File: config.mk
export PLATFORM = sky130hd
export DESIGN_NAME = lcec_match
export DESIGN_NICKNAME = d
export VERILOG_FILES = /design/src/rtl/lcec_pkg.sv /design/src/rtl/lcec_match.sv
export SDC_FILE = /design/constraint.sdc
export NUM_CORES = 1
export LEC_CHECK = 0
export BUFFER_PORTS_ARGS = -buffer_cell sky130_fd_sc_hd__buf_2
export CAP_MARGIN = 10
export CORE_AREA = 3 3 40 42
export DETAILED_ROUTE_END_ITERATION = 7
export DIE_AREA = 0 0 43 45
export MAX_ROUTING_LAYER = met4
export PLACE_DENSITY_LB_ADDON = 0.1
export SLEW_MARGIN = 20
export SYNTH_ARGS = -nofsm -noshare
export SYNTH_HDL_FRONTEND = slang
export SYNTH_SLANG_ARGS = --single-unit
File: constraint.sdc
create_clock -name vclk -period 2.85
set_input_delay 0.57 -clock vclk [all_inputs]
set_output_delay 0.57 -clock vclk [all_outputs]
set_load 0.005 [all_outputs]
File: src/rtl/lcec_pkg.sv
// Shared constants, types and sequencer states for the largest component edge count block.
package lcec_pkg;

	localparam int MAX_NODES = 1024;
	localparam int MAX_EDGES = 4096;
	localparam int NODE_W    = $clog2(MAX_NODES);
	localparam int EDGE_AW   = $clog2(MAX_EDGES);
	localparam int FILL_W    = EDGE_AW + 1;
	localparam int CNT_W     = NODE_W + 1;
	localparam int END_W     = 11;
	localparam int SUM_W     = 14;
	localparam int RES_W     = 13;
	localparam int PAIR_W    = 2 * NODE_W;

	typedef enum logic [3:0] {
		ST_CLEAR,
		ST_LOAD,
		ST_START,
		ST_START_CHK,
		ST_POP,
		ST_POP_WAIT,
		ST_SCAN,
		ST_EDGE,
		ST_VIS,
		ST_FINISH
	} state_t;

	typedef struct packed {
		logic              hit;
		logic [NODE_W-1:0] other;
	} match_t;

endpackage

File: src/rtl/lcec_match.sv
// Shared endpoint compare unit: tests a stored edge against the current vertex.
module lcec_match (
	input  logic [lcec_pkg::PAIR_W-1:0] pair,
	input  logic [lcec_pkg::NODE_W-1:0] vertex,
	output lcec_pkg::match_t            result
);

	logic [lcec_pkg::NODE_W-1:0] end_lo;
	logic [lcec_pkg::NODE_W-1:0] end_hi;
	logic                        hit_lo;

	assign end_lo = pair[lcec_pkg::NODE_W-1:0];
	assign end_hi = pair[lcec_pkg::PAIR_W-1:lcec_pkg::NODE_W];
	assign hit_lo = (end_lo == vertex);

	// take the far endpoint; a self-loop hands back the vertex itself
	assign result.hit   = hit_lo || (end_hi == vertex);
	assign result.other = hit_lo ? end_hi : end_lo;

endmodule

==> metrics.md <==
| Metric | Value |
|---|---|
| Max_cap viols | 0 |
| Gate count of the mapped netlist | 37 |
| Slew margin rel. | 80.8% |
| Rows | 13 |
| Core Region | 0.00128 sq mm |
| Slowest stage cell, crit path | mux2_2 |
| Critical Path End Type | primary output |
| Initial Util | 27.1% |
| Final Cycle Share | 86.6% |
| Total negative slack | 0 ns |
| M1 WL | 374 um |
| CTS resizes | 0 |
| Sequential-to-total area share from yosys stat | 0% |
| Netlist cell types | 8 |
| FF+latch count | 0 |
| Met2 routed WL | 447 um |
| Worst Tran Pin Value | 0.286 ns |
| Dpl hpwl | 865 um |
| Detailed Route Iter0 Violations | 1 |
| Tmin final | 2.47 ns |
| Largest stage delay, worst path | 0.33 ns |
| Hold Crit Class | in -> out |
| Family with the most delay on the worst path | buffers and inverters |
| First-pass iteration count of the detailed router | 2 |
| Main area contributors after synthesis | mux2_2, xnor2_1, xor2_1, nand4_1, nor4_1 |
| Met3 wire length | 109 um |
| ANT cells | 0 |
| CP arrival | 1.90 ns |
| Total number of vias | 427 |
| Peak Freq | 405 MHz |
| Yosys warns | 0 |
| Sequential Area | 0 sq um |
| Most frequent cells in the layout | buf_2, xor2_1, xnor2_1, mux2_2 |
| Routed WL | 932 um |
| Port bufs | 41 |
| Routability cong. | 0.692 |
| Syn Area/Cell | 9.40 sq um |
| Crit Path Max Fanout | 7 |
| Clock share of power | 0% |
| Comb power frac | 100.0% |
| Share of layout cells above drive strength 1 | 69.6% |
| Vias in the first global route | 374 |
| Clock buf count | 0 |
| Total track usage | 9.31% |
| Wire length per cell | 9.91 um |
| CP Launch Type | input pin |
| Yosys top cell by area | mux2_2 |
| Area grow syn2layout | 65.5% |
| Final antenna-violating net count | 0 |
| Tot Pwr | 70.7 uW |
| Mapped Area | 348 sq um |
| First-pass GRT wire length | 1440 um |
| Die width | 43 um |
| Placed cell area | 576 sq um |
| Switching share of total power | 41.9% |
| Post-CTS Setup Bufs | 0 |
| Drt drc | 0 |
| CP bufs+invs | 3 |
| P per Cell Area | 123 mW/mm^2 |
| Sequential Power Share | 0% |
| Die footprint | 0.00194 sq mm |
| Top layer in use | met3 |
| Status | finished clean |
| Largest net degree at the start of global routing | 8 |
| Hold Worst Slack | 1.46 ns |
| Cell Chain, Critical Path | buf_2 > xnor2_1 > nand4_1 > nor4_2 > buf_4 > mux2_2 > buf_2 |
| Final setup viols | 0 |
| VDD IR max | 0.0000474 V |
| Most common cell after layout, fill and taps aside | buf_2 |
| Initial antenna violation count | 0 |
| Final core utilization | 44.8% |
| Leakage | 0.000283 uW |
| Final net count | 111 |
| GRT Residual Overflow | 0 |
| Unrepaired setup endpoints after global routing | no |
| Number of I/O pins | 41 |
| Kind of critical path | in -> out |
| Final Hold Fails | 0 |
| Hold buffers post-CTS | 0 |
| Critical path required time | 2.28 ns |
| Slew Viols, Final | 0 |
| Avg Vias per Cell | 4.54 |
| Chip Height | 45 um |
| Synth top area share | 32.4% |
| Internal power | 41.1 uW |
| Switch Pwr | 29.6 uW |
| Worst path most repeated cell | buf_2 |
| Post-Syn Nets | 67 |
| Final instance area | 576 sq um |
## worst min-delay path: stages
cell    delay, ns
buf_2        0.09
mux2_2       0.13
buf_2        0.10
## per-layer routing
metal	global-route usage [%]	up-vias
met4	0	0
li1	-	222
met3	0	0
met2	15.9	24
met1	13.3	181
met5	-	-
## final cells by class
cell class         count  area, sq um
fillers              135          709
repair buffers        43          220
multi-input cells     36          337
well taps             15         18.8
## cells in the mapped netlist, drive strengths merged
library cell	count
a41o	1
buf	1
mux2	10
nand4	2
nor4	3
xnor2	10
xor2	10
## power by group through the flow
stage / combinational, uW / clock [uW] / sequential (uW)
after detailed placement: 71.4 / 0 / 0
after global placement: 71.9 / 0 / 0
after global routing: 79.0 / 0 / 0
after CTS: 72.0 / 0 / 0
after floorplan: 32.4 / 0 / 0
final: 70.7 / 0 / 0
## cells by family (layout without fill, tap and decap cells)
logic type                after synthesis  after routing  synth area share [%]
muxes                                  10             10                  32.4
and+or+nand+nor                         5              5                  10.8
xor gates and xnor gates               20             20                  50.4
buffers and inverters                   1             43                  3.24
AOI/OAI and AO/OA                       1              1                  3.24
## metrics by stage
| step | cells | setup WS (ns) |
|---|---|---|
| CTS | 94 | 0.356 |
| floorplan | 37 | 0.655 |
| global placement | 94 | 0.381 |
| finish | 94 | 0.383 |
| global route | 94 | 0.214 |
| detailed placement | 94 | 0.363 |
## worst paths after layout
check / to / startpoint / depth (start not counted) / slack, ns
setup / recovery: result[0] / vertex[2] / 7 / 0.38
hold / removal: result[8] / pair[18] / 3 / 1.46
(Power assumes the default switching activity.)
