$ cat config.mk
export PLATFORM = sky130hd
export DESIGN_NAME = lcec_ram
export DESIGN_NICKNAME = d
export VERILOG_FILES = /design/src/rtl/lcec_ram.sv
export SDC_FILE = /design/constraint.sdc
export NUM_CORES = 1
export LEC_CHECK = 0
export BUFFER_PORTS_ARGS = -buffer_cell sky130_fd_sc_hd__buf_2
export CORE_MARGIN = 8
export CORE_UTILIZATION = 60
export CTS_BUF_LIST = sky130_fd_sc_hd__clkbuf_4 sky130_fd_sc_hd__clkbuf_8 sky130_fd_sc_hd__clkbuf_16
export DETAILED_ROUTE_END_ITERATION = 8
export PLACE_DENSITY = 0.74
export SYNTH_ARGS = -nofsm -noshare
export SYNTH_HDL_FRONTEND = slang
export SYNTH_SLANG_ARGS = --single-unit
export TNS_END_PERCENT = 100
$ cat constraint.sdc
create_clock -name clk -period 5.25 [get_ports clk]
set_input_delay 0.7875 -clock clk [delete_from_list [all_inputs] [get_ports clk]]
set_output_delay 0.7875 -clock clk [all_outputs]
set_load 0.05 [all_outputs]
$ cat src/rtl/lcec_ram.sv
// Generic single write port, single read port RAM with registered read.
module lcec_ram #(
	parameter int WIDTH = 8,
	parameter int DEPTH = 16
) (
	input  logic                     clk,
	input  logic                     we,
	input  logic [$clog2(DEPTH)-1:0] waddr,
	input  logic [WIDTH-1:0]         wdata,
	input  logic [$clog2(DEPTH)-1:0] raddr,
	output logic [WIDTH-1:0]         rdata
);

	logic [WIDTH-1:0] mem [DEPTH];

	always_ff @(posedge clk) begin
		if (we) begin
			mem[waddr] <= wdata;
		end
		rdata <= mem[raddr];
	end

endmodule

==> impl_metrics.toml, run 1 <==
[outcome]
status = "complete, no violations"

[clock_tree]
clockBufferDepth = 2
h-tree-depth = 4
cts_tree = "done"
hold_buffers = 0
worstSkewPairLatency_ns = 0.51
clock_sinks = 136
post_cts_buffers = 0
cts_made_buffers = 17
cts-root-buf = "clkbuf_8"
post_cts_resized = 0
path_clk_slew_ns = 0.06

[floorplan]
core_um2 = 8260
row_count = 33
floorplan.initialDensity_pct = 62.3
die_h_um = 109
io_pins = 26
dieArea_um2 = 11800
die_width_um = 109

[synthesis]
syn_area_um2 = 5150
yosys.area_share.simple_pct = 3.18
yosysWarnings = 0
synth_compound_area_share_pct = 2.33
synthCells = 229
synthAdderAreaFrac_pct = 0
synth.mux.area_fraction_pct = 15.0
synth-seq-cells = 136
syn-num-nets = 247
synth_xor_area_share_pct = 0
seq_area_frac_synth_pct = 77.8
synth_cell_types = 19
syn_area_per_cell_um2 = 22.5
synth_top_family_by_area = "multiplexers"

[critical_path]
crit_required_ns = 5.37
cp_cell_sequence = "buf_2 -> or3b_2 -> nor3_1"
cp_slowest_cell = "nor3_1"
cp-end-kind = "flip-flop"
arrival_ns = 2.40
worst-setup-path-type = "in2reg"
start_kind = "input pin"
rrSetupSlack_ns = 3.80
cp_top_family = "simple AND/OR/NAND/NOR gates"
path_max_fanout = 8
slowest_delay_ns = 0.99
crit_buf_inv = 1

[drt]
post_drt_wl_per_cell_um = 26.2
wl_um = 10100
antenna_left = 0
dr_total_vias = 2423
drt_pre_antenna_iters = 5
drc = 0
vias_per_cell = 6.31
drt-initial-drc-count = 146

[grt]
grt_max_degree = 33
antenna_found_initial = 0
grt_first_pass_wirelength_um = 15000
grt.overflow.total = 0
grt_usage_pct = 18.4
grt_pass1_vias = 2539

[hold_path]
min_path_type = "in2reg"

[sta]
fin_crit_ns = 2.28
fin_crit_sh_pct = 43.5
finalHoldViolCount = 0
rsz0062_at_grt = "false"
tns_ns = 0
finalClockSkew_ns = 0.00946
setup_viol = 0
tightest_slew_ns = 1.28
slew_violations = 0
max_freq_mhz = 438
relSlewSlack_pct = 13.9

[place]
dpl_cell_area_um2 = 5340
io_buffers = 25
place_hpwl_um = 5900
gp_congestion = 0.737

[flow_run]
maxCapViolations = 0

[layout]
n_antenna_cell = 0
fin_nets = 284
mostFrequentLayoutCell = "edfxtp_1"
drive_gt1_share_pct = 28.3
multi_input_area_um2 = 1060
mostFrequentLayoutCells = "edfxtp_1, buf_2, mux4_2"
area_growth_pct = 16.0
fill_cells = 491
regArea_um2 = 4000
fin_area_um2 = 5970

[pwr]
leakagePower_nw = 2.01
irDropWorstVdd_mv = 0.226
powerDensity_nw_per_um2 = 434
-- cells in the mapped netlist --
library cell / number / area, um2
a22oi_1: 16 / 120
and2_1: 1 / 6.26
and2b_1: 1 / 7.51
buf_2: 3 / 15.0
buf_4: 1 / 7.51
buf_6: 3 / 33.8
clkdlybuf4s25_2: 3 / 30.0
dfxtp_1: 8 / 160
edfxtp_1: 128 / 3840
mux4_1: 14 / 368
mux4_2: 18 / 405
nand2_1: 9 / 33.8
nand2b_1: 2 / 12.5
nand3_1: 1 / 5.00
nand3b_1: 2 / 15.0
nor2_1: 13 / 48.8
nor2b_1: 1 / 6.26
nor3_1: 4 / 20.0
or3b_2: 1 / 8.76
-- power by group --
part / leakage (nW) / switching [mW] / internal (mW) / total (mW)
sequential: 1.22 / 0.00904 / 1.21 / 1.22
clock: 0.297 / 0.434 / 0.807 / 1.24
combinational: 0.486 / 0.0850 / 0.0437 / 0.129
-- worst reg2reg max path, delay by kind of cell, from the launching register on --
kind	cells	cell delay (ns)
flops	1	0.41
simple gates	1	0.08
mux	1	0.55
compound gates	1	0.28
-- logic make-up after synthesis --
kind of cell    Yosys count
flops                   136
compound gates           16
buf+inv                  10
simple gates             35
mux                      32
-- stage by stage --
step / setup slack (ns) / hold slack [ns] / total power, mW / cells / util, %
floorplan: 2.97 / 0.629 / 1.33 / 229 / -
global placement: 2.46 / 0.648 / 1.37 / 352 / 64.7
detailed placement: 2.39 / 0.661 / 1.37 / 352 / 64.7
CTS: 2.94 / 0.638 / 2.60 / 384 / 72.3
global route: 2.85 / 0.644 / 2.65 / 384 / 72.3
finish: 2.97 / 0.655 / 2.59 / 384 / 72.3
-- sequential cells by signal, indices dropped and copies added (netlist names) --
signal  count
mem       128
rdata       8
-- worst paths after layout --
kind,startpoint,to,depth (start not counted)
setup / recovery,waddr[2],mem[0][0],3
hold / removal,wdata[5],mem[1][5],1
setup reg to reg,mem[2][2],rdata[2],3
hold reg to reg,mem[11][1],rdata[1],3
-- cell type report --
cell class / count / area share [%]
timing repair buffer: 28 / 2.47
clock inverter: 11 / 2.89
sequential: 136 / 67.1
clock buffer: 21 / 7.65
multi-input combinational: 83 / 17.7
tap: 105 / 2.20
-- per-layer routing --
layer / vias up / GRT usage [%] / wire, um
li1: 1049 / - / -
met1: 1234 / 23.1 / 4090
met2: 117 / 28.4 / 4920
met3: 23 / 5.72 / 746
met4: 0 / 9.87 / 296
met5: - / 0 / 0
Note: power is estimated with default switching activity, not from simulation.
==> run 2, diff against run 1 <==
Clock period 5.25 ns to 2.3 ns, I/O delays scaled along.
==> impl_metrics.toml, run 2 (synthesized netlist as in run 1, its figures left out) <==
[outcome]
status = "complete, no violations"

[floorplan]
die_h_um = 109
die_width_um = 109
core_um2 = 8260
row_count = 33
dieArea_um2 = 11800
io_pins = 26
floorplan.initialDensity_pct = 62.3

[layout]
n_antenna_cell = 0
regMostFlops = "mem"
mostFrequentLayoutCell = "edfxtp_1"
fin_nets = 302
largest_reg_flops = 128
mostFrequentLayoutCells = "edfxtp_1, buf_2, buf_4"
fill_cells = 467
utilization_pct = 73.1
reg_top3 = "mem (128), rdata (8)"
multi_input_area_um2 = 1060
regArea_um2 = 4000
area_growth_pct = 17.2
drive_gt1_share_pct = 32.7

[pwr]
powerDensity_nw_per_um2 = 918
irDropWorstVdd_mv = 0.525
leakagePower_nw = 2.07

[critical_path]
cp_top_family = "flip-flops"
slowest_delay_ns = 0.38
crit_buf_inv = 1
crit_required_ns = 1.96
cp_cell_sequence = "buf_2"
cp-end-kind = "output port"
timing.rr.end = "rdata[0]"
r2r_start = "mem[1][0]"
start_kind = "flip-flop"
path_max_fanout = 1
r2r_cells = 3
worst-setup-path-type = "reg2out"
rrSetupSlack_ns = 0.89
arrival_ns = 1.18
cp_slowest_cell = "dfxtp_1"

[sta]
tightest_slew_ns = 0.522
max_freq_mhz = 657
fin_crit_sh_pct = 66.2
rsz0062_at_grt = "false"
fin_crit_ns = 1.52
tns_ns = 0
finalClockSkew_ns = 0.00609
relSlewSlack_pct = 65.2
setup_viol = 0
finalHoldViolCount = 0
slew_violations = 0

[place]
gp_congestion = 0.696
place_hpwl_um = 6010
io_buffers = 25

[drt]
antenna_left = 0
post_drt_wl_per_cell_um = 24.6
drt-initial-drc-count = 194
drc = 0
vias_per_cell = 6.15
wl_um = 9870
drt_pre_antenna_iters = 4
dr_total_vias = 2471

[clock_tree]
path_clk_slew_ns = 0.06
cts_made_buffers = 17
clockBufferDepth = 2
clock_sinks = 136
h-tree-depth = 4
worstSkewPairLatency_ns = 0.51
post_cts_buffers = 0
cts-root-buf = "clkbuf_8"
cts_tree = "done"
post_cts_resized = 0
hold_buffers = 0

[grt]
grt_pass1_vias = 2621
grt_max_degree = 33
grt.overflow.total = 0
grt_usage_pct = 18.6
antenna_found_initial = 0
grt_first_pass_wirelength_um = 15100

[hold_path]
whs_endpoint = "mem[2][5]"
hp-start = "wdata[5]"
min_path_type = "in2reg"
worstHoldPathCells = 1

[flow_run]
maxCapViolations = 0
run 2: changes by cell type in the layout (fill, tap and decap cells not counted):
| cell | previous run | this run |
|---|---|---|
| clkbuf_8 | 3 | 1 |
| clkinv_4 | 2 | 4 |
| inv_6 | 0 | 1 |
| bufinv_16 | 4 | 1 |
| buf_4 | 3 | 20 |
| clkinvlp_4 | 4 | 5 |
| clkbuf_4 | 2 | 0 |
| buf_12 | 0 | 1 |
| clkinv_2 | 1 | 4 |
run 2: stage by stage:
stage | setup slack [ns] | power, mW | hold WS [ns] | area [um2] | cells
floorplan | 0.462 | 3.03 | 0.444 | 5150 | 229
global placement | 0.392 | 3.14 | 0.653 | 5490 | 370
detailed placement | 0.405 | 3.15 | 0.656 | 5490 | 370
CTS | 0.727 | 5.58 | 0.178 | 6030 | 402
global route | 0.712 | 5.69 | 0.183 | 6030 | 402
finish | 0.778 | 5.54 | 0.199 | 6030 | 402
run 2: worst max path at each step:
stage | to | slack, ns | startpoint | depth (start not counted)
finish | rdata[6] | 0.78 | rdata[6] | 1
global route | rdata[6] | 0.71 | rdata[6] | 1
detailed placement | rdata[3] | 0.41 | raddr[1] | 5
CTS | rdata[6] | 0.73 | rdata[6] | 1
floorplan | mem[0][0] | 0.46 | waddr[2] | 2
global placement | rdata[3] | 0.39 | raddr[1] | 5
run 2: worst reg2reg max path: cells and delay by family (launching register included):
family | cells | cell delay, ns
AO/OA/AOI/OAI | 1 | 0.33
flip-flops | 1 | 0.36
multiplexers | 1 | 0.52
AND/OR/NAND/NOR | 1 | 0.08
run 2: metal layers:
layer  part of all wire [%]  vias up  track usage, %
li1                       -     1082               -
met1                     39     1245            23.6
met2                     48      121            27.8
met3                    9.6       23            6.08
met4                    3.0        0            10.5
met5                      0        -               0
run 2: power by group:
part / internal [mW] / switching [mW] / total [mW]
Clock: 1.43 / 1.01 / 2.44
Combinational: 0.112 / 0.192 / 0.303
Sequential: 2.77 / 0.0207 / 2.79
run 2: area by class of cell:
cell class	count	area share, %
Sequential cell	136	66.4
Multi-Input combinational cell	83	17.5
Clock buffer	17	6.86
Clock inverter	15	2.18
Tap cell	105	2.18
Timing Repair Buffer	46	4.89
